--- src/rtl/dzo_pkg.sv ---
// Package for the divisor zoom options block: field widths and parameter defaults.
// No dependencies; used by the channel interfaces and the top level.
`default_nettype none

package dzo_pkg;

    // Fixed field widths of the channels
    localparam int DIM_W      = 16;
    localparam int OPT_W      = 16;
    localparam int CNT_W      = 5;
    localparam int OPT_FIELDS = 3;

    // Parameter defaults
    localparam int DIM_BITS_DEF    = 16;
    localparam int MAX_FACTORS_DEF = 16;
    localparam int NUM_OPTIONS_DEF = 3;

endpackage

`default_nettype wire

--- src/rtl/dzo_if.sv ---
// Valid/ready channel interfaces for the divisor zoom options block.
// Depends on dzo_pkg for the field widths.
`default_nettype none

interface dzo_operand_if;
    import dzo_pkg::*;

    logic             valid;
    logic             ready;
    logic [DIM_W-1:0] dimension;
    logic [DIM_W-1:0] start_position;

    modport source (output valid, dimension, start_position, input ready);
    modport sink   (input valid, dimension, start_position, output ready);
endinterface

interface dzo_result_if;
    import dzo_pkg::*;

    logic             valid;
    logic             ready;
    logic [OPT_W-1:0] option_largest;
    logic [OPT_W-1:0] option_middle;
    logic [OPT_W-1:0] option_smallest;
    logic [CNT_W-1:0] valid_count;

    modport source (output valid, option_largest, option_middle, option_smallest,
                    valid_count, input ready);
    modport sink   (input valid, option_largest, option_middle, option_smallest,
                    valid_count, output ready);
endinterface

`default_nettype wire

--- src/rtl/divisor_zoom_options_unit.sv ---
// Divisor zoom options: prime factorisation by trial division and zoom option products.
// Depends on dzo_pkg and on the channel interfaces in dzo_if.sv.
//
// Usage:
//   operand channel: one item carries a dimension and a start position. It is
//   accepted when valid and ready are high at a rising edge; ready is high only
//   while the sequencer is idle, so one item is worked on at a time.
//   result channel: one item per operand, holding the three option products
//   and valid_count. The result sits in an output register; a new operand is
//   taken while it waits, and the finished next result waits in the sequencer
//   until the output register is free, so a stalled receiver loses nothing.
//   Every trial divisor passes through a check step, the shared restoring divider
//   at one bit per cycle and a decision step. There are at most about
//   2^(DIM_BITS/2) trials plus one per factor found; then each stored factor
//   takes a multiply and a compare step through the one multiplier.
//   Dimensions 0 and 1 skip the factorisation and go straight to the result.
//   Reset (rst_n low, asynchronous) returns the sequencer to idle and empties
//   the output register. Nothing is kept from one item to the next.
`default_nettype none

module divisor_zoom_options_unit #(
    parameter int DIM_BITS    = dzo_pkg::DIM_BITS_DEF,
    parameter int MAX_FACTORS = dzo_pkg::MAX_FACTORS_DEF,
    parameter int NUM_OPTIONS = dzo_pkg::NUM_OPTIONS_DEF
) (
    input  wire logic     clk,
    input  wire logic     rst_n,
    dzo_operand_if.sink   operand,
    dzo_result_if.source  result
);
    import dzo_pkg::*;

    localparam int W       = (DIM_BITS > DIM_W) ? DIM_BITS : DIM_W;
    localparam int SQ_W    = 2 * DIM_BITS;
    localparam int FIDX_W  = $clog2(MAX_FACTORS);
    localparam int FCNT_W  = $clog2(MAX_FACTORS + 1);
    localparam int BIT_W   = $clog2(DIM_BITS);
    localparam int VW      = (FCNT_W > CNT_W) ? FCNT_W : CNT_W;

    // Sequencer states
    localparam logic [2:0] S_IDLE  = 3'd0;
    localparam logic [2:0] S_CHECK = 3'd1;
    localparam logic [2:0] S_DIV   = 3'd2;
    localparam logic [2:0] S_STEP  = 3'd3;
    localparam logic [2:0] S_MUL   = 3'd4;
    localparam logic [2:0] S_CMP   = 3'd5;
    localparam logic [2:0] S_DONE  = 3'd6;

    logic [2:0]          state_reg, state_next;
    logic                out_valid_reg, out_valid_next;

    logic [DIM_BITS-1:0] dim_reg, dim_next;
    logic [DIM_W-1:0]    pos_reg, pos_next;
    logic [DIM_BITS-1:0] rem_reg, rem_next;      // part still to factor
    logic [DIM_BITS-1:0] d_reg, d_next;          // trial divisor
    logic [SQ_W-1:0]     sq_reg, sq_next;        // d squared
    logic [DIM_BITS-1:0] r_reg, r_next;          // divider partial remainder
    logic [DIM_BITS-1:0] q_reg, q_next;          // divider quotient shifter
    logic [BIT_W-1:0]    bit_reg, bit_next;
    logic [FCNT_W-1:0]   cnt_reg, cnt_next;
    logic [FIDX_W-1:0]   idx_reg, idx_next;
    logic [DIM_BITS-1:0] prod_reg, prod_next;
    logic [FCNT_W-1:0]   valid_reg, valid_next;
    logic [DIM_BITS-1:0] fac_reg [MAX_FACTORS];
    logic [DIM_BITS-1:0] fac_next [MAX_FACTORS];
    logic [DIM_BITS-1:0] hist_reg [NUM_OPTIONS];
    logic [DIM_BITS-1:0] hist_next [NUM_OPTIONS];

    logic [OPT_W-1:0]    opt_largest_reg, opt_largest_next;
    logic [OPT_W-1:0]    opt_middle_reg, opt_middle_next;
    logic [OPT_W-1:0]    opt_smallest_reg, opt_smallest_next;
    logic [CNT_W-1:0]    count_reg, count_next;

    logic [W-1:0]        dim_wide;
    logic [DIM_BITS-1:0] dim_in;
    logic [DIM_BITS:0]   r_shift;
    logic                r_ge;
    logic                fits;
    logic [VW-1:0]       valid_wide;
    logic [OPT_W-1:0]    opt [OPT_FIELDS];

    // Input dimension reduced to DIM_BITS
    assign dim_wide = W'(operand.dimension);
    assign dim_in   = dim_wide[DIM_BITS-1:0];

    // One restoring divider step
    assign r_shift = {r_reg, q_reg[DIM_BITS-1]};
    assign r_ge    = (r_shift >= (DIM_BITS+1)'(d_reg));

    // Running product still below the room left: prod + pos < dim
    assign fits = ((W+1)'(prod_reg) + (W+1)'(pos_reg)) < (W+1)'(dim_reg);

    // Option fields from the product history, masked to the field width; unused fields read one
    for (genvar k = 0; k < OPT_FIELDS; k++) begin : g_opt
        if (k < NUM_OPTIONS) begin : g_used
            logic [W-1:0] ext;
            assign ext    = W'(hist_reg[k]);
            assign opt[k] = ext[OPT_W-1:0];
        end
        else begin : g_unused
            assign opt[k] = OPT_W'(1);
        end
    end
    assign valid_wide = VW'(valid_reg);

    // Sequencer
    always_comb
    begin
        state_next        = state_reg;
        out_valid_next    = out_valid_reg;
        dim_next          = dim_reg;
        pos_next          = pos_reg;
        rem_next          = rem_reg;
        d_next            = d_reg;
        sq_next           = sq_reg;
        r_next            = r_reg;
        q_next            = q_reg;
        bit_next          = bit_reg;
        cnt_next          = cnt_reg;
        idx_next          = idx_reg;
        prod_next         = prod_reg;
        valid_next        = valid_reg;
        fac_next          = fac_reg;
        hist_next         = hist_reg;
        opt_largest_next  = opt_largest_reg;
        opt_middle_next   = opt_middle_reg;
        opt_smallest_next = opt_smallest_reg;
        count_next        = count_reg;

        if (out_valid_reg && result.ready)
        begin
            out_valid_next = 1'b0;
        end

        unique case (state_reg)
            S_IDLE:
            begin
                if (operand.valid)
                begin
                    dim_next   = dim_in;
                    pos_next   = operand.start_position;
                    rem_next   = dim_in;
                    d_next     = DIM_BITS'(2);
                    sq_next    = SQ_W'(4);
                    cnt_next   = '0;
                    valid_next = '0;
                    prod_next  = DIM_BITS'(1);
                    for (int k = 0; k < NUM_OPTIONS; k++)
                    begin
                        hist_next[k] = DIM_BITS'(1);
                    end
                    state_next = (dim_in < DIM_BITS'(2)) ? S_DONE : S_CHECK;
                end
            end
            S_CHECK:
            begin
                // past the square root: what is left is prime
                if (sq_reg > SQ_W'(rem_reg))
                begin
                    d_next = rem_reg;
                end
                r_next     = '0;
                q_next     = rem_reg;
                bit_next   = BIT_W'(DIM_BITS - 1);
                state_next = S_DIV;
            end
            S_DIV:
            begin
                r_next = r_ge ? DIM_BITS'(r_shift - (DIM_BITS+1)'(d_reg))
                              : r_shift[DIM_BITS-1:0];
                q_next = {q_reg[DIM_BITS-2:0], r_ge};
                if (bit_reg == '0)
                begin
                    state_next = S_STEP;
                end
                else
                begin
                    bit_next = bit_reg - 1'b1;
                end
            end
            S_STEP:
            begin
                if (r_reg == '0)
                begin
                    rem_next = q_reg;
                    if (cnt_reg < FCNT_W'(MAX_FACTORS))
                    begin
                        fac_next[cnt_reg[FIDX_W-1:0]] = d_reg;
                        cnt_next = cnt_reg + 1'b1;
                    end
                    if (q_reg == DIM_BITS'(1))
                    begin
                        // at least one factor is stored here: the last factor was just found
                        idx_next   = (cnt_reg < FCNT_W'(MAX_FACTORS))
                                   ? cnt_reg[FIDX_W-1:0]
                                   : FIDX_W'(MAX_FACTORS - 1);
                        state_next = S_MUL;
                    end
                    else
                    begin
                        state_next = S_CHECK;
                    end
                end
                else
                begin
                    d_next     = d_reg + 1'b1;
                    sq_next    = sq_reg + SQ_W'({d_reg, 1'b1});
                    state_next = S_CHECK;
                end
            end
            S_MUL:
            begin
                // product of factors never exceeds the dimension
                prod_next  = DIM_BITS'(prod_reg * fac_reg[idx_reg]);
                state_next = S_CMP;
            end
            S_CMP:
            begin
                if (fits)
                begin
                    valid_next   = valid_reg + 1'b1;
                    hist_next[0] = prod_reg;
                    for (int k = 1; k < NUM_OPTIONS; k++)
                    begin
                        hist_next[k] = hist_reg[k-1];
                    end
                end
                if (idx_reg == '0)
                begin
                    state_next = S_DONE;
                end
                else
                begin
                    idx_next   = idx_reg - 1'b1;
                    state_next = S_MUL;
                end
            end
            S_DONE:
            begin
                if (!out_valid_reg || result.ready)
                begin
                    opt_largest_next  = opt[0];
                    opt_middle_next   = opt[1];
                    opt_smallest_next = opt[2];
                    count_next        = valid_wide[CNT_W-1:0];
                    out_valid_next    = 1'b1;
                    state_next        = S_IDLE;
                end
            end
            default:
            begin
                state_next = S_IDLE;
            end
        endcase
    end

    // Control registers
    always_ff @(posedge clk or negedge rst_n)
    begin
        if (!rst_n)
        begin
            state_reg     <= S_IDLE;
            out_valid_reg <= 1'b0;
        end
        else
        begin
            state_reg     <= state_next;
            out_valid_reg <= out_valid_next;
        end
    end

    // Datapath registers
    always_ff @(posedge clk)
    begin
        dim_reg          <= dim_next;
        pos_reg          <= pos_next;
        rem_reg          <= rem_next;
        d_reg            <= d_next;
        sq_reg           <= sq_next;
        r_reg            <= r_next;
        q_reg            <= q_next;
        bit_reg          <= bit_next;
        cnt_reg          <= cnt_next;
        idx_reg          <= idx_next;
        prod_reg         <= prod_next;
        valid_reg        <= valid_next;
        fac_reg          <= fac_next;
        hist_reg         <= hist_next;
        opt_largest_reg  <= opt_largest_next;
        opt_middle_reg   <= opt_middle_next;
        opt_smallest_reg <= opt_smallest_next;
        count_reg        <= count_next;
    end

    // Ports
    assign operand.ready          = (state_reg == S_IDLE);
    assign result.valid           = out_valid_reg;
    assign result.option_largest  = opt_largest_reg;
    assign result.option_middle   = opt_middle_reg;
    assign result.option_smallest = opt_smallest_reg;
    assign result.valid_count     = count_reg;

    // Trial divisor is never below two while dividing
    a_div_nonzero: assert property (@(posedge clk) disable iff (!rst_n)
        (state_reg == S_DIV) |-> (d_reg >= DIM_BITS'(2)))
        else $error("trial divisor below two in divider");

    // Factor count stays within the store
    a_cnt_bound: assert property (@(posedge clk) disable iff (!rst_n)
        (state_reg != S_IDLE) |-> (cnt_reg <= FCNT_W'(MAX_FACTORS)))
        else $error("factor count beyond store size");

    // Fitting products never outnumber stored factors
    a_valid_bound: assert property (@(posedge clk) disable iff (!rst_n)
        (state_reg == S_CMP) |-> (valid_reg <= cnt_reg))
        else $error("valid count exceeds factor count");

    // Running product of factors is never zero
    a_prod_nonzero: assert property (@(posedge clk) disable iff (!rst_n)
        (state_reg == S_CMP) |-> (prod_reg != '0))
        else $error("running product is zero");

    // An accepted item always starts the sequencer
    a_accept_starts: assert property (@(posedge clk) disable iff (!rst_n)
        (operand.valid && operand.ready) |=> (state_reg != S_IDLE))
        else $error("accepted item did not start work");

endmodule

`default_nettype wire
--- src/flat_wrapper.sv ---
// flat-port wrapper written by rule: the top's interface ports become plain ports
module divisor_zoom_options_unit_flat import dzo_pkg::*;
#(
    parameter int DIM_BITS    = dzo_pkg::DIM_BITS_DEF,
    parameter int MAX_FACTORS = dzo_pkg::MAX_FACTORS_DEF,
    parameter int NUM_OPTIONS = dzo_pkg::NUM_OPTIONS_DEF
)
  (clk, rst_n, operand_valid, operand_dimension, operand_start_position, operand_ready, result_valid, result_option_largest, result_option_middle, result_option_smallest, result_valid_count, result_ready);
  dzo_operand_if operand_i ();
  dzo_result_if result_i ();
  input  wire logic clk;
  input  wire logic rst_n;
  input wire logic [$bits(operand_i.valid)-1:0] operand_valid;
  input wire logic [$bits(operand_i.dimension)-1:0] operand_dimension;
  input wire logic [$bits(operand_i.start_position)-1:0] operand_start_position;
  output wire logic [$bits(operand_i.ready)-1:0] operand_ready;
  output wire logic [$bits(result_i.valid)-1:0] result_valid;
  output wire logic [$bits(result_i.option_largest)-1:0] result_option_largest;
  output wire logic [$bits(result_i.option_middle)-1:0] result_option_middle;
  output wire logic [$bits(result_i.option_smallest)-1:0] result_option_smallest;
  output wire logic [$bits(result_i.valid_count)-1:0] result_valid_count;
  input wire logic [$bits(result_i.ready)-1:0] result_ready;
  assign operand_i.valid = operand_valid;
  assign operand_i.dimension = operand_dimension;
  assign operand_i.start_position = operand_start_position;
  assign operand_ready = operand_i.ready;
  assign result_valid = result_i.valid;
  assign result_option_largest = result_i.option_largest;
  assign result_option_middle = result_i.option_middle;
  assign result_option_smallest = result_i.option_smallest;
  assign result_valid_count = result_i.valid_count;
  assign result_i.ready = result_ready;
  divisor_zoom_options_unit #(.DIM_BITS(DIM_BITS), .MAX_FACTORS(MAX_FACTORS), .NUM_OPTIONS(NUM_OPTIONS)) u_core (.clk(clk), .rst_n(rst_n), .operand(operand_i), .result(result_i));
endmodule
--- config.mk ---
export PLATFORM = sky130hd
export DESIGN_NAME = divisor_zoom_options_unit_flat
export DESIGN_NICKNAME = d
export VERILOG_FILES = /design/src/rtl/dzo_pkg.sv /design/src/rtl/dzo_if.sv /design/src/rtl/divisor_zoom_options_unit.sv /design/src/flat_wrapper.sv
export SDC_FILE = /design/constraint.sdc
export NUM_CORES = 1
export LEC_CHECK = 0
export ABC_CLOCK_PERIOD_IN_PS = 9950
export BUFFER_PORTS_ARGS = -buffer_cell sky130_fd_sc_hd__buf_2
export CORE_ASPECT_RATIO = 1.1
export CORE_MARGIN = 2
export CORE_UTILIZATION = 63
export CTS_CLUSTER_SIZE = 24
export DETAILED_ROUTE_END_ITERATION = 16
export PLACE_DENSITY = 0.81
export SLEW_MARGIN = 20
export SYNTH_ARGS = -nofsm -noshare
export SYNTH_HDL_FRONTEND = slang
export SYNTH_SLANG_ARGS = --single-unit
--- constraint.sdc ---
create_clock -name clk -period 9.95 [get_ports clk]
set_input_delay 0.4975 -clock clk [delete_from_list [all_inputs] [get_ports clk]]
set_output_delay 0.4975 -clock clk [all_outputs]
set_load 0.05 [all_outputs]
# --- Word-level counts from Yosys, hierarchy flattened ---
# Cells that the tools add are included.
word_totals:
  inputBits: 36
  reg_bits: 523
  wordCells: 148
  out_inout_bits: 55
classes:
  reduce_logical: 26
  addsub: 8
  multipliers: 1
  n_lt_le_gt_ge: 8
  n_eq_ne: 18
  bitwise: 2
  mux: 48
op_table:
  columns: ["cell", "count"]
  rows:
  - ["256-bit bitwise mux", 1]
  - ["16-bit 2-to-1 mux", 10]
  - ["16-bit one-hot mux with 2 select lines", 4]
  - ["48-bit 2-to-1 mux", 2]
  - ["48-bit one-hot mux with 2 select lines", 1]
  - ["16-bit binary-select mux with 4-bit select", 1]
  - ["16-bit demux with 4-bit select", 1]
  - ["32-bit 2-to-1 mux", 2]
  - ["32-bit one-hot mux with 2 select lines", 1]
  - ["16-bit one-hot mux with 3 select lines", 1]
  - ["32-bit by 17-bit adder with 32-bit output", 1]
  - ["32-bit by 16-bit greater-than comparator with 1-bit output", 1]
  - ["3-bit one-hot mux with 7 select lines", 1]
  - ["4-bit 2-to-1 mux", 5]
  - ["5-bit 2-to-1 mux", 4]
  - ["5-bit one-hot mux with 2 select lines", 2]
  - ["3-bit 2-to-1 mux", 6]
  - ["16-bit by 16-bit adder with 17-bit output", 1]
  - ["17-bit by 16-bit >= comparator with 1-bit output", 1]
  - ["17-bit by 16-bit < comparator with 1-bit output", 1]
  - ["16-bit by 1-bit adder with 16-bit output (second input constant)", 1]
  - ["16-bit by 1-bit equality test with 1-bit output (second input constant)", 1]
  - ["16-bit logical NOT", 1]
  - ["16-bit by 2-bit < comparator with 1-bit output (second input constant)", 1]
  - ["26 further kinds", 60]

# --- Logic depth before layout (Yosys ltp) ---
# Gate-level depths: netlist (run 1).
depth:
  ltp_word: 6
  depth_mapped: 32
  depth_no_buf: 27

# --- Least setup slack after synthesis (run 1) ---
# Ideal clock, no wire load.
synth_path:
  kind: "register to register"
  start: "register u_core.idx_reg[1]"
  end: "register u_core.prod_reg[15], data pin"
  path_buffers: 5
  synth_period_minus_slack_ps: 6847
  required_time_ps: 9696
  path_slack_ps: 3103
  arrival_ps: 6593
  setup_ps: 254
  stages_incl_launch_ff: 28
  path_cell_list: "edfxtp_1 -> buf_4 -> buf_6 -> buf_6 -> buf_2 -> mux4_2 -> a211oi_1 -> a21oi_1 -> clkbuf_1 -> and2_1 -> fa_1 -> inv_1 -> fa_1 -> inv_1 -> ha_1 -> fa_1 -> fa_1 -> inv_1 -> fa_1 -> inv_1 -> ha_1 -> or2_2 -> a31oi_1 -> nor2b_1 -> o21a_1 -> o41ai_1 -> xnor2_1 -> nor2_1"
synth_between:
  elab_chain_len: 6
synth_lines:
  columns: ["item", "line_no", "text"]
  rows:
  - ["start, declared", "divisor_zoom_options_unit.sv:61", "logic [FIDX_W-1:0] idx_reg, idx_next;"]
  - ["start signal, assigned", "divisor_zoom_options_unit.sv:284", "idx_reg <= idx_next;"]
  - ["4-bit NOT with 5-bit output (implied by the code)", "divisor_zoom_options_unit.sv:214", "prod_next = DIM_BITS'(prod_reg * fac_reg[idx_reg]);"]
  - ["16-bit binary-select mux with 4-bit select", "divisor_zoom_options_unit.sv:214", null]
  - ["16-bit 2-to-1 mux (implied by the code) (2 in series)", "divisor_zoom_options_unit.sv:214", null]
  - ["16-bit by 16-bit multiplier with 16-bit output", "divisor_zoom_options_unit.sv:214", null]
  - ["16-bit one-hot mux with 2 select lines", "divisor_zoom_options_unit.sv:135", "unique case (state_reg)"]
  - ["end signal, assigned", "divisor_zoom_options_unit.sv:285", "prod_reg <= prod_next;"]
  - ["end, declared", "divisor_zoom_options_unit.sv:62", "logic [DIM_BITS-1:0] prod_reg, prod_next;"]
# Every way passes these cells. The select of a mux whose other input is x is not followed.
# A chain may end at the register's enable or synchronous reset.

# --- Worst setup path after layout (run 1) ---
# Same ends and word-level chain as after synthesis.

==> key figures, run 1 <==
Clock network
  – Number of levels in the clock H-tree: 2
  – Number of buffers on the longest clock path: 3
  – Number of post-CTS setup repair buffers: 0
  – TritonCTS clock tree: yes
  – Clock latency on the worst-skew pair: 0.61 ns
  – Clock transition at the registers of the reported paths: approximately 0.07 ns
  – Num CTS Buffers: 49
  – Library cell used as clock root buffer: clkbuf_16
  – TritonCTS sink count: roughly 520

Power and ir drop
  – Leakage power: approximately 0.012 uW
  – Power density over the cells: around 300 nW/um2
  – Sequential share of power: 37.2%
  – Sw Ratio: around 38%
  – Internal cell power: ~5700 uW
  – Fraction of power consumed by the clock network: 21.8%
  – Combinational cell fraction of total power: 41.0%
  – Total power: a little over 9000 uW
  – Net load switching power: 3420 uW
  – Worst voltage drop across the vdd grid: 0.249 mV

Critical path
  – Critical path data arrival time: 7.78 ns
  – Slowest-stage cell, CP: buf_4
  – CP Capture Type: flop
  – Sequence of cells on the critical path: buf_4 -> mux4_2 -> and2_1 -> a211oi_1 -> a21oi_1 -> and2_1 -> fa_1 -> inv_1 -> fa_1 -> inv_1 -> ha_1 -> fa_1 -> fa_1 -> inv_1 -> fa_1 -> inv_1 -> ha_1 -> or2_2 -> a31oi_1 -> nor2b_1 -> o21a_1 -> o41ai_1 -> xnor2_1 -> nor2_1
  – CP required: 10.28 ns
  – Critical path startpoint category: flop
  – Max FO, Critical Path: 53
  – CP Class: flop to flop
  – Launch instance of the worst register-to-register path: u_core.idx_reg[1]
  – Critical Path Source: u_core.idx_reg[1]
  – CP peak stage delay: a little under 0.7 ns
  – Top delay family on crit path: adder cells
  – Crit path buffers/inverters: 5
  – Cell with the most instances on the worst path: fa_1

Detailed routing
  – DRT Pass-1 Iters: 6
  – Detailed-route via count: 16800
  – Remaining antenna violation count after routing: 0
  – Number of remaining DRC errors: 0
  – Routed length per instance: around 23 um
  – Number of vias per cell after detailed routing: 6.11
  – Final wirelength: 62.3 mm
  – Number of DRC violations after detailed-routing iteration 0: about 1400

STA
  – Setup skew after layout: 0.0358 ns
  – Final worst-path cycle share: roughly three quarters
  – TNS Setup: 0 ns
  – Number of pins with negative max-slew slack in the final report: 0
  – Final setup violation count: 0
  – Worst hold slack: 0.0634 ns
  – Final hold violations: 0
  – Setup repair after global routing missed its margin: no
  – Minimum clock period: 7.45 ns
  – Least-Margin Pin Slew: 1.00 ns
  – Top achievable clock speed: between 100 and 150 MHz
  – Slew margin rel.: 31.4%

Floorplanning
  – Floorplan core area: 42400 um2
  – Die span in y: 222 um
  – Die area: 44800 um2
  – Starting density of the core: 64.1%
  – Row count: slightly below 80
  – I/O pin cnt: 91
  – Chip width: approximately 200 um

Worst hold path
  – Class of the tightest hold or removal check: input port to flop
  – Launch point of the worst hold path: operand_start_position[0]

Cells and area
  – Count of nets after finishing: 2390
  – Antenna Cells: 0
  – Commonest cells after routing, fill and taps aside: 519 x edfxtp_1, 202 x nand2_1, 191 x inv_1
  – Max FFs per register: between 200 and 300
  – Commonest non-fill, non-tap cell in the layout: edfxtp_1
  – Cell area after layout: 30000 um2
  – Final Util: 70.8%
  – Relative area change from synthesis to final layout: 10.5%
  – Proportion of layout cells with a drive suffix above 1: approximately an eighth

Yosys
  – Synth Register Bits: 523
  – Number of synthesis warnings: 0
  – Mean instance size in the synthesized netlist: 13.4 um2
  – Yosys cell types: 62
  – Most common flop cell mapped by yosys: edfxtp_1
  – EDFF count, synth: 519
  – Number of instances in the synthesized netlist: 2027
  – Sequential element share of the synthesized area: 57.7%
  – Synthesized cell area: between 20000 and 30000 um2
  – Mapped Nets: 2282
  – Share of flip-flops with an asynchronous set or reset after synthesis: less than 1%

Run status
  – Result of the run: complete, no violations

Run
  – Total of max-cap violations: 0

GRT
  – Wire length of the first global-routing pass: a little under 100 mm
  – Pin count of the biggest net entering global routing: 69
  – Number of antenna violations at the first check in global routing: 0
  – All-layer global routing usage: 28.4%
  – Sum of overflow across all layers after global routing: 0
  – Vias in the first global route: 17200

Placement
  – GP Congestion: roughly 0.89
  – Estimated wirelength of the detail-placed design: 41.0 mm
  – Post-place instance area: about 28000 um2
  – Number of buffers inserted by port buffering: 90
==> layout make-up <==
cell class / count / area, um2
Fill cell: 2661 / 12400
Clock inverter: 29 / 365
Sequential cell: 523 / 15700
Tap cell: 567 / 709
Multi-Input combinational cell: 1240 / 10500
Timing Repair Buffer: 129 / 746
Clock buffer: 61 / 1330
Inverter: 192 / 721
==> synthesized netlist by cell type (3+ instances only) <==
library cell  number  area [um2]
nor3b_1            5        37.5
xor2_1            25         219
ha_1             136        1700
o31a_1             3        26.3
a21boi_0           3        22.5
nor3_1            23         115
buf_1              4        15.0
o211ai_1           3        22.5
or2_2              7        43.8
o21bai_1           8        60.1
mux4_2            58        1310
a211oi_1          10        75.1
buf_2             10        50.1
a211o_1            4        35.0
fa_1              83        1660
buf_6              3        33.8
nor2b_1           10        62.6
nand2_1          202         758
nor2_1           122         458
or3_1             11        68.8
nand3_1           24         120
and2_1           118         738
dfrtp_1            4         100
nand3b_1           3        22.5
o21ai_0           68         340
o41ai_1            5        43.8
xnor2_1           82         718
a31oi_1            6        37.5
o2111ai_1          3        26.3
edfxtp_1         519       15600
mux2i_1           20         200
nand2b_1          10        62.6
a21o_1            27         203
nor4_1            17         106
nand4_1           13        81.3
o22ai_1           15        93.8
inv_1            191         717
mux4_1            11         289
o21a_1            11        82.6
a21oi_1           61         305
and3_1            11        68.8
clkbuf_1          49         184
buf_4              6        45.0
==> worst register-to-register path, cell delays in order (launching register included) <==
cell and delay (ns):
edfxtp_1 0.32, buf_4 0.68, mux4_2 0.61, and2_1 0.17, a211oi_1 0.28, a21oi_1 0.27, and2_1 0.31, fa_1 0.53
inv_1 0.05, fa_1 0.47, inv_1 0.04, ha_1 0.22, fa_1 0.49, fa_1 0.49, inv_1 0.06, fa_1 0.53
inv_1 0.04, ha_1 0.32, or2_2 0.30, a31oi_1 0.22, nor2b_1 0.10, o21a_1 0.19, o41ai_1 0.30, xnor2_1 0.17
nor2_1 0.05
==> power by group through the flow <==
stage	Sequential (uW)	Clock, uW	Combinational (uW)
3_5_place_dp	3410	0	3600
5_1_grt	3410	2080	4180
4_1_cts	3370	2000	3700
3_3_place_gp	3390	0	3450
2_1_floorplan	3240	0	2830
6_report	3380	1990	3730
==> cell families after synthesis <==
kind of cell / count (synthesis) / share of synthesized area (%)
AO/OA/AOI/OAI: 237 / 5.37
XOR/XNOR: 110 / 3.67
adder cells (fa/ha/maj): 219 / 12.4
buffers and inverters: 264 / 3.86
flip-flops: 523 / 57.7
multiplexers: 90 / 6.65
AND/OR/NAND/NOR: 584 / 10.4
==> routing by layer <==
metal  GRT usage (%)  part of all wire, %  up-vias  wire length [um]
li1                -                    -     7480                 -
met1            35.6                   38     8317             23600
met2            48.7                   50      765             31400
met3            4.54                  7.0      196              4330
met4            13.3                  4.8        0              2980
met5               0                    0        -                 0
==> metrics by stage <==
step	std cells	setup slack, ns
floorplan	2027	3.10
global placement	2650	2.69
detailed placement	2650	2.49
CTS	2741	2.47
global route	2741	2.08
finish	2741	2.50
==> what timing repair did <==
item / 4_1_cts / 5_1_grt
resized for setup: 0 / 0
endpoints found under the setup margin: 0 / 0
endpoints found under the hold margin: 4 / 0
hold buffers: 1 / 0
==> path summary, 6_finish.rpt <==
path | to | slack [ns] | cells past startpoint
setup / recovery | u_core.prod_reg[15] | 2.50 | 24
hold / removal | u_core.pos_reg[0] | 0.06 | 1
setup reg to reg | u_core.prod_reg[15] | 2.50 | 24
hold reg to reg | u_core.result.option_smallest[4] | 0.42 | 0
max in group asynchronous | u_core.state_reg[0] | 9.57 | 2
min in group asynchronous | u_core.result.valid | 0.25 | 2
No activity file was read; power rests on OpenSTA's default activity.
==> run 2, diff against run 1 <==
ABC_AREA = 1   (was not set)
ABC_CLOCK_PERIOD_IN_PS = 6400   (was 9950)
CORE_UTILIZATION = 57   (was 63)
PLACE_DENSITY = 0.77   (was 0.81)
clock period = 6.4 ns   (was 9.95 ns; I/O delays follow)
==> key figures, run 2 <==
STA
  – Least-Margin Pin Slew: 1.13 ns (+0.130 ns)
  – Worst hold slack: 0.0612 ns (-0.00216 ns)
  – Final setup violation count: 0 (unchanged)
  – Top achievable clock speed: 160 MHz (+19%)
  – Slew margin rel.: 24.2% (-7.2 points)
  – Final hold violations: 0 (unchanged)
  – Minimum clock period: 6.25 ns (-1.20 ns)
  – Number of pins with negative max-slew slack in the final report: 0 (unchanged)
  – Final worst-path cycle share: 97.6% (+23 points)
  – Setup repair after global routing missed its margin: yes
  – Setup skew after layout: 0.0233 ns (-0.0124 ns)

Cells and area
  – Commonest non-fill, non-tap cell in the layout: nand2_1
  – Proportion of layout cells with a drive suffix above 1: 12.7% (-0.20 points)
  – Relative area change from synthesis to final layout: 15.1%
  – Fill count: 3687 (+39%)
  – Count of nets after finishing: 3223 (+35%)
  – Number of standard cells in the layout, taps in and fillers out: 3661 (+34%)
  – Commonest cells after routing, fill and taps aside: 520 x nand2_1, 519 x edfxtp_1, 402 x inv_1
  – Max FFs per register: 256 (unchanged)
  – Antenna Cells: 0 (unchanged)

GRT
  – All-layer global routing usage: 27.7% (-0.66 points)
  – Pin count of the biggest net entering global routing: 57 (-17%)
  – Vias in the first global route: 20400 (+18%)
  – Number of antenna violations at the first check in global routing: 0 (unchanged)
  – Wire length of the first global-routing pass: 110 mm (+13%)
  – Sum of overflow across all layers after global routing: 0 (unchanged)

Detailed routing
  – Number of remaining DRC errors: 0 (unchanged)
  – Final wirelength: 70.7 mm (+14%)
  – Routed length per instance: 19.3 um (-15%)
  – Number of DRC violations after detailed-routing iteration 0: 2125 (+56%)
  – Number of vias per cell after detailed routing: 5.69 (-7.0%)
  – Detailed-route via count: 20800 (+24%)
  – Remaining antenna violation count after routing: 0 (unchanged)
  – DRT Pass-1 Iters: 6 (unchanged)

Yosys
  – Mapped Nets: 3007 (+32%)
  – Yosys cell types: 51 (-18%)
  – Top cells by area, synth: edfxtp_1 56%, nand2_1 7.1%, ha_1 6.1%, fa_1 5.9%, inv_1 5.6%
  – Most frequently used cell type in the post-synthesis netlist: nand2_1
  – Post-synthesis cell type with the largest combined area: edfxtp_1
  – Most common flop cell mapped by yosys: edfxtp_1
  – Top cells by count, synth: 527 x nand2_1, 519 x edfxtp_1, 417 x inv_1
  – Synthesized cell area: 28000 um2 (+2.9%)
  – Sequential element share of the synthesized area: 56.1% (-1.6 points)
  – Share of flip-flops with an asynchronous set or reset after synthesis: 0.765% (unchanged)
  – Number of synthesis warnings: 0 (unchanged)
  – EDFF count, synth: 519 (unchanged)
  – Number of instances in the synthesized netlist: 2752 (+36%)
  – Synth Register Bits: 523 (unchanged)
  – Mean instance size in the synthesized netlist: 10.2 um2 (-24%)
  – Share of the synthesized area in the top cell type: 55.7% (-1.6 points)

Floorplanning
  – Floorplan core area: 48700 um2 (+15%)
  – Row count: 85 (+7.6%)
  – I/O pin cnt: 91 (unchanged)
  – Die area: 50900 um2 (+14%)
  – Chip width: 215 um (+6.5%)
  – Die span in y: 236 um (+6.5%)
  – Starting density of the core: 57.4% (-6.7 points)

Run status
  – Result of the run: complete, no violations

Clock network
  – TritonCTS clock tree: yes
  – Number of levels in the clock H-tree: 2 (unchanged)
  – Clock latency on the worst-skew pair: 0.60 ns (about the same)
  – Num CTS Buffers: 50 (+2.0%)
  – TritonCTS sink count: 523 (unchanged)
  – Library cell used as clock root buffer: clkbuf_16
  – Clock transition at the registers of the reported paths: 0.07 ns (about the same)
  – Number of buffers on the longest clock path: 3 (unchanged)

Placement
  – Estimated wirelength of the detail-placed design: 47.6 mm (+16%)
  – Number of buffers inserted by port buffering: 90 (unchanged)
  – Inst Count DP: 3515 (+33%)
  – GP Congestion: 0.955 (+7.0%)

Critical path
  – CP Capture Type: flop
  – Slowest-stage cell, CP: fa_1
  – CP required: 6.75 ns (-3.53 ns)
  – CP Class: flop to flop
  – CP peak stage delay: 0.56 ns (-0.12 ns)
  – Critical path data arrival time: 6.60 ns (-1.18 ns)
  – Critical Path Source: u_core.idx_reg[0]
  – Max FO, Critical Path: 6 (-89%)
  – Launch instance of the worst register-to-register path: u_core.idx_reg[0]
  – Critical path startpoint category: flop

Run
  – Total of max-cap violations: 0 (unchanged)

Worst hold path
  – Class of the tightest hold or removal check: input port to async pin
[run 2: cell count changes after synthesis, sizes merged, moves of 69 or more]
cell | before | now
nand2 | 203 | 537
and2 | 118 | 1
o21ai | 69 | 169
a21oi | 61 | 136
mux4 | 69 | 0
xnor2 | 83 | 9
nor2 | 122 | 307
nand3 | 24 | 175
inv | 192 | 422
[run 2: final cells by class]
class / instances / area (um2) / share of cell area, %
Timing Repair Buffer: 243 / 1890 / 5.85
Clock buffer: 65 / 1370 / 4.26
Sequential cell: 523 / 15700 / 48.7
Multi-Input combinational cell: 1720 / 10500 / 32.7
Timing Repair inverter: 2 / 12.5 / 0.0388
Inverter: 428 / 1630 / 5.05
Tap cell: 652 / 816 / 2.53
Clock inverter: 28 / 272 / 0.843
[run 2: logic make-up (layout without fill, tap and decap cells)]
group | count (synthesis) | after routing | share of synthesized area (%)
flops | 523 | 523 | 56.1
fa+ha+maj | 219 | 219 | 12.0
compound gates | 378 | 378 | 7.43
buf+inv | 509 | 766 | 7.35
simple gates | 1090 | 1090 | 16.1
xor+xnor | 33 | 33 | 1.03
[run 2: stage by stage]
| stage | area (um2) | worst slack (ns) | util (%) | TNS [ns] |
|---|---|---|---|---|
| floorplan | 28000 | 0.336 | - | 0 |
| global placement | 29700 | -0.0541 | 60.9 | -0.0808 |
| detailed placement | 29700 | -0.158 | 60.9 | -0.355 |
| CTS | 31800 | -0.0187 | 65.3 | -0.0187 |
| global route | 32200 | -0.0814 | 66.1 | -0.118 |
| finish | 32200 | 0.151 | 66.1 | 0 |
[run 2: critical path, delay by kind of cell, from the launching register on]
family | cells | cell delay, ns
adders and majority gates | 7 | 3.06
DFF | 1 | 0.43
and+or+nand+nor | 12 | 1.07
AOI/OAI and AO/OA | 6 | 0.61
buffers and inverters | 8 | 0.82
[run 2: what timing repair did]
| item | CTS | global route |
|---|---|---|
| endpoints found under the setup margin | 4 | 5 |
| setup buffers | 7 | 9 |
| endpoints found under the hold margin | 36 | 0 |
| resized for setup | 24 | 90 |
| hold buffers | 33 | 0 |
| pin swaps | 1 | 45 |
| gates cloned | 2 | 2 |
[run 2: worst paths after layout]
check                                                          to  slack (ns)  cells after the start
min in group clk                              u_core.result.valid        0.11                      4
max in group asynchronous                     u_core.state_reg[1]        6.18                      2
worst min-delay path                          u_core.result.valid        0.06                      2
worst min register to register  u_core.result.option_smallest[12]        0.42                      0
worst max-delay path                          u_core.prod_reg[14]        0.15                     33
worst max register to register                u_core.prod_reg[14]        0.15                     33
[run 2: routing by layer]
metal,up-vias,global-route usage [%],share of wire (%)
met1,9910,36.2,39
met5,-,0,0
met4,0,12.4,4.4
met2,1053,45.9,48
met3,199,4.67,8.3
li1,9656,-,-
Power of run 2 is not shown: default switching activity piles up to over one toggle a cycle in this logic, so the estimate is an artifact.
==> run 3, diff against run 2 <==
CORE_MARGIN = not set   (was 2)
CTS_CLUSTER_SIZE = not set   (was 24)
==> key figures, run 3 (synthesis gave the netlist of run 2 again) <==
STA
  – Setup repair after global routing missed its margin: yes
  – Setup skew after layout: 0.0366 ns (+0.0132 ns)
  – Slew margin rel.: 20.9% (-3.4 points)
  – Final setup violation count: 0 (unchanged)
  – Worst hold slack: 0.0667 ns (+0.00552 ns)
  – Minimum clock period: 6.32 ns (+0.0710 ns)
  – Number of pins with negative max-slew slack in the final report: 0 (unchanged)
  – Final hold violations: 0 (unchanged)
  – Top achievable clock speed: 158 MHz (-1.1%)
  – Final worst-path cycle share: 98.7% (+1.1 points)
  – Least-Margin Pin Slew: 1.18 ns (+0.0495 ns)

Detailed routing
  – Number of vias per cell after detailed routing: 5.68 (about the same)
  – Number of DRC violations after detailed-routing iteration 0: 2037 (-4.1%)
  – Detailed-route via count: 20700 (-0.40%)
  – Final wirelength: 71.2 mm (+0.66%)
  – Routed length per instance: 19.5 um (+0.96%)
  – Remaining antenna violation count after routing: 0 (unchanged)
  – Number of remaining DRC errors: 0 (unchanged)
  – DRT Pass-1 Iters: 7 (+1)

Placement
  – GP Congestion: 0.965 (+1.1%)
  – Post-place instance area: 29700 um2 (about the same)
  – Inst Count DP: 3506 (-0.26%)
  – Number of buffers inserted by port buffering: 90 (unchanged)
  – Estimated wirelength of the detail-placed design: 47.9 mm (+0.64%)

Clock network
  – TritonCTS sink count: 523 (unchanged)
  – Num CTS Buffers: 51 (+2.0%)
  – TritonCTS clock tree: yes
  – Clock latency on the worst-skew pair: 0.61 ns (about the same)
  – Number of levels in the clock H-tree: 2 (unchanged)
  – Library cell used as clock root buffer: clkbuf_16
  – Number of buffers on the longest clock path: 3 (unchanged)
  – Clock transition at the registers of the reported paths: 0.06 ns (about the same)

Critical path
  – Critical path data arrival time: 6.78 ns (+0.18 ns)
  – CP Class: flop to flop
  – Critical Path Source: u_core.idx_reg[0]
  – Launch instance of the worst register-to-register path: u_core.idx_reg[0]
  – Critical path startpoint category: flop
  – CP Capture Type: flop
  – CP peak stage delay: 0.53 ns (-0.03 ns)
  – CP required: 6.86 ns (+0.11 ns)
  – Slowest-stage cell, CP: fa_1
  – Max FO, Critical Path: 23 (+17)

Floorplanning
  – Die area: 50000 um2 (-1.8%)
  – Starting density of the core: 58.1% (+0.68 points)
  – Chip width: 213 um (-0.93%)
  – I/O pin cnt: 91 (unchanged)
  – Row count: 84 (-1.2%)
  – Die span in y: 234 um (-0.85%)
  – Floorplan core area: 48100 um2 (-1.2%)

Cells and area
  – Antenna Cells: 0 (unchanged)
  – Proportion of layout cells with a drive suffix above 1: 12.3% (-0.38 points)
  – Fill count: 3524 (-4.4%)
  – Max FFs per register: 256 (unchanged)
  – Number of standard cells in the layout, taps in and fillers out: 3650 (-0.30%)
  – Relative area change from synthesis to final layout: 15.0% (about the same)
  – Cell area after layout: 32200 um2 (about the same)
  – Commonest cells after routing, fill and taps aside: 519 x edfxtp_1, 518 x nand2_1, 408 x inv_1
  – Count of nets after finishing: 3221 (-0.062%)
  – Seq. cell area: 15700 um2 (unchanged)
  – Combined area of the multi-input logic cells: 10500 um2 (-0.44%)
  – Final Util: 66.8% (+0.73 points)
  – Commonest non-fill, non-tap cell in the layout: edfxtp_1

Run status
  – Result of the run: complete, no violations

GRT
  – All-layer global routing usage: 28.6% (+0.85 points)
  – Number of antenna violations at the first check in global routing: 0 (unchanged)
  – Wire length of the first global-routing pass: 108 mm (-1.4%)
  – Vias in the first global route: 20500 (+0.42%)
  – Sum of overflow across all layers after global routing: 0 (unchanged)
  – Pin count of the biggest net entering global routing: 56 (-1.8%)

Worst hold path
  – Class of the tightest hold or removal check: input port to async pin

Run
  – Total of max-cap violations: 0 (unchanged)
run 3: cell types whose count changed in the layout (fill, tap and decap cells not counted), sizes merged:
cell,change
buf,-2
bufbuf,-1
bufinv,+2
clkbuf,-3
clkinv,-2
clkinvlp,-1
inv,+3
run 3: through the flow:
step	TNS, ns	setup WS [ns]
6_report	0	0.0803
3_5_place_dp	-0.252	-0.151
3_3_place_gp	-0.0287	-0.0287
4_1_cts	-0.00134	-0.00134
5_1_grt	-0.402	-0.205
2_1_floorplan	0	0.336
run 3: metal layers:
layer	wire [um]	global-route usage (%)	vias to the layer above
li1	-	-	9643
met1	27900	36.7	9881
met3	5860	4.43	209
met4	3290	12.4	0
met2	34200	48.2	1002
met5	0	0	-
run 3: worst max-delay path: cells and delay by family, from the launching register on:
family / cells / cell delay, ns
AO/OA/AOI/OAI: 7 / 0.80
adder cells (fa/ha/maj): 7 / 3.04
buffers and inverters: 9 / 0.84
flip-flops: 1 / 0.43
AND/OR/NAND/NOR: 11 / 1.04
run 3: area by class of cell:
class / count / area share (%)
tap: 645 / 2.51
multi-input combinational: 1720 / 32.6
sequential: 523 / 48.7
clock inverter: 32 / 1.07
timing repair buffer: 242 / 5.83
clock buffer: 60 / 4.20
inverter: 428 / 5.04
run 3: final timing paths:
kind | cells after the start | slack (ns) | endpoint
max in group asynchronous | 2 | 6.17 | u_core.state_reg[1]
max reg2reg | 34 | 0.08 | u_core.prod_reg[14]
max | 34 | 0.08 | u_core.prod_reg[14]
min reg2reg | 0 | 0.42 | u_core.result.option_smallest[6]
min | 2 | 0.07 | u_core.result.valid
min in group clk | 4 | 0.14 | u_core.result.valid
run 3: timing repair:
action / in CTS / in global routing
setup buffers: 3 / 13
gates resized for setup: 12 / 68
hold buffers: 33 / 0
cloned: 0 / 3
endpoints found under the setup margin: 3 / 6
endpoints found under the hold margin: 36 / 0
pin swaps: 0 / 36
Power of run 3 is left out for the same reason.
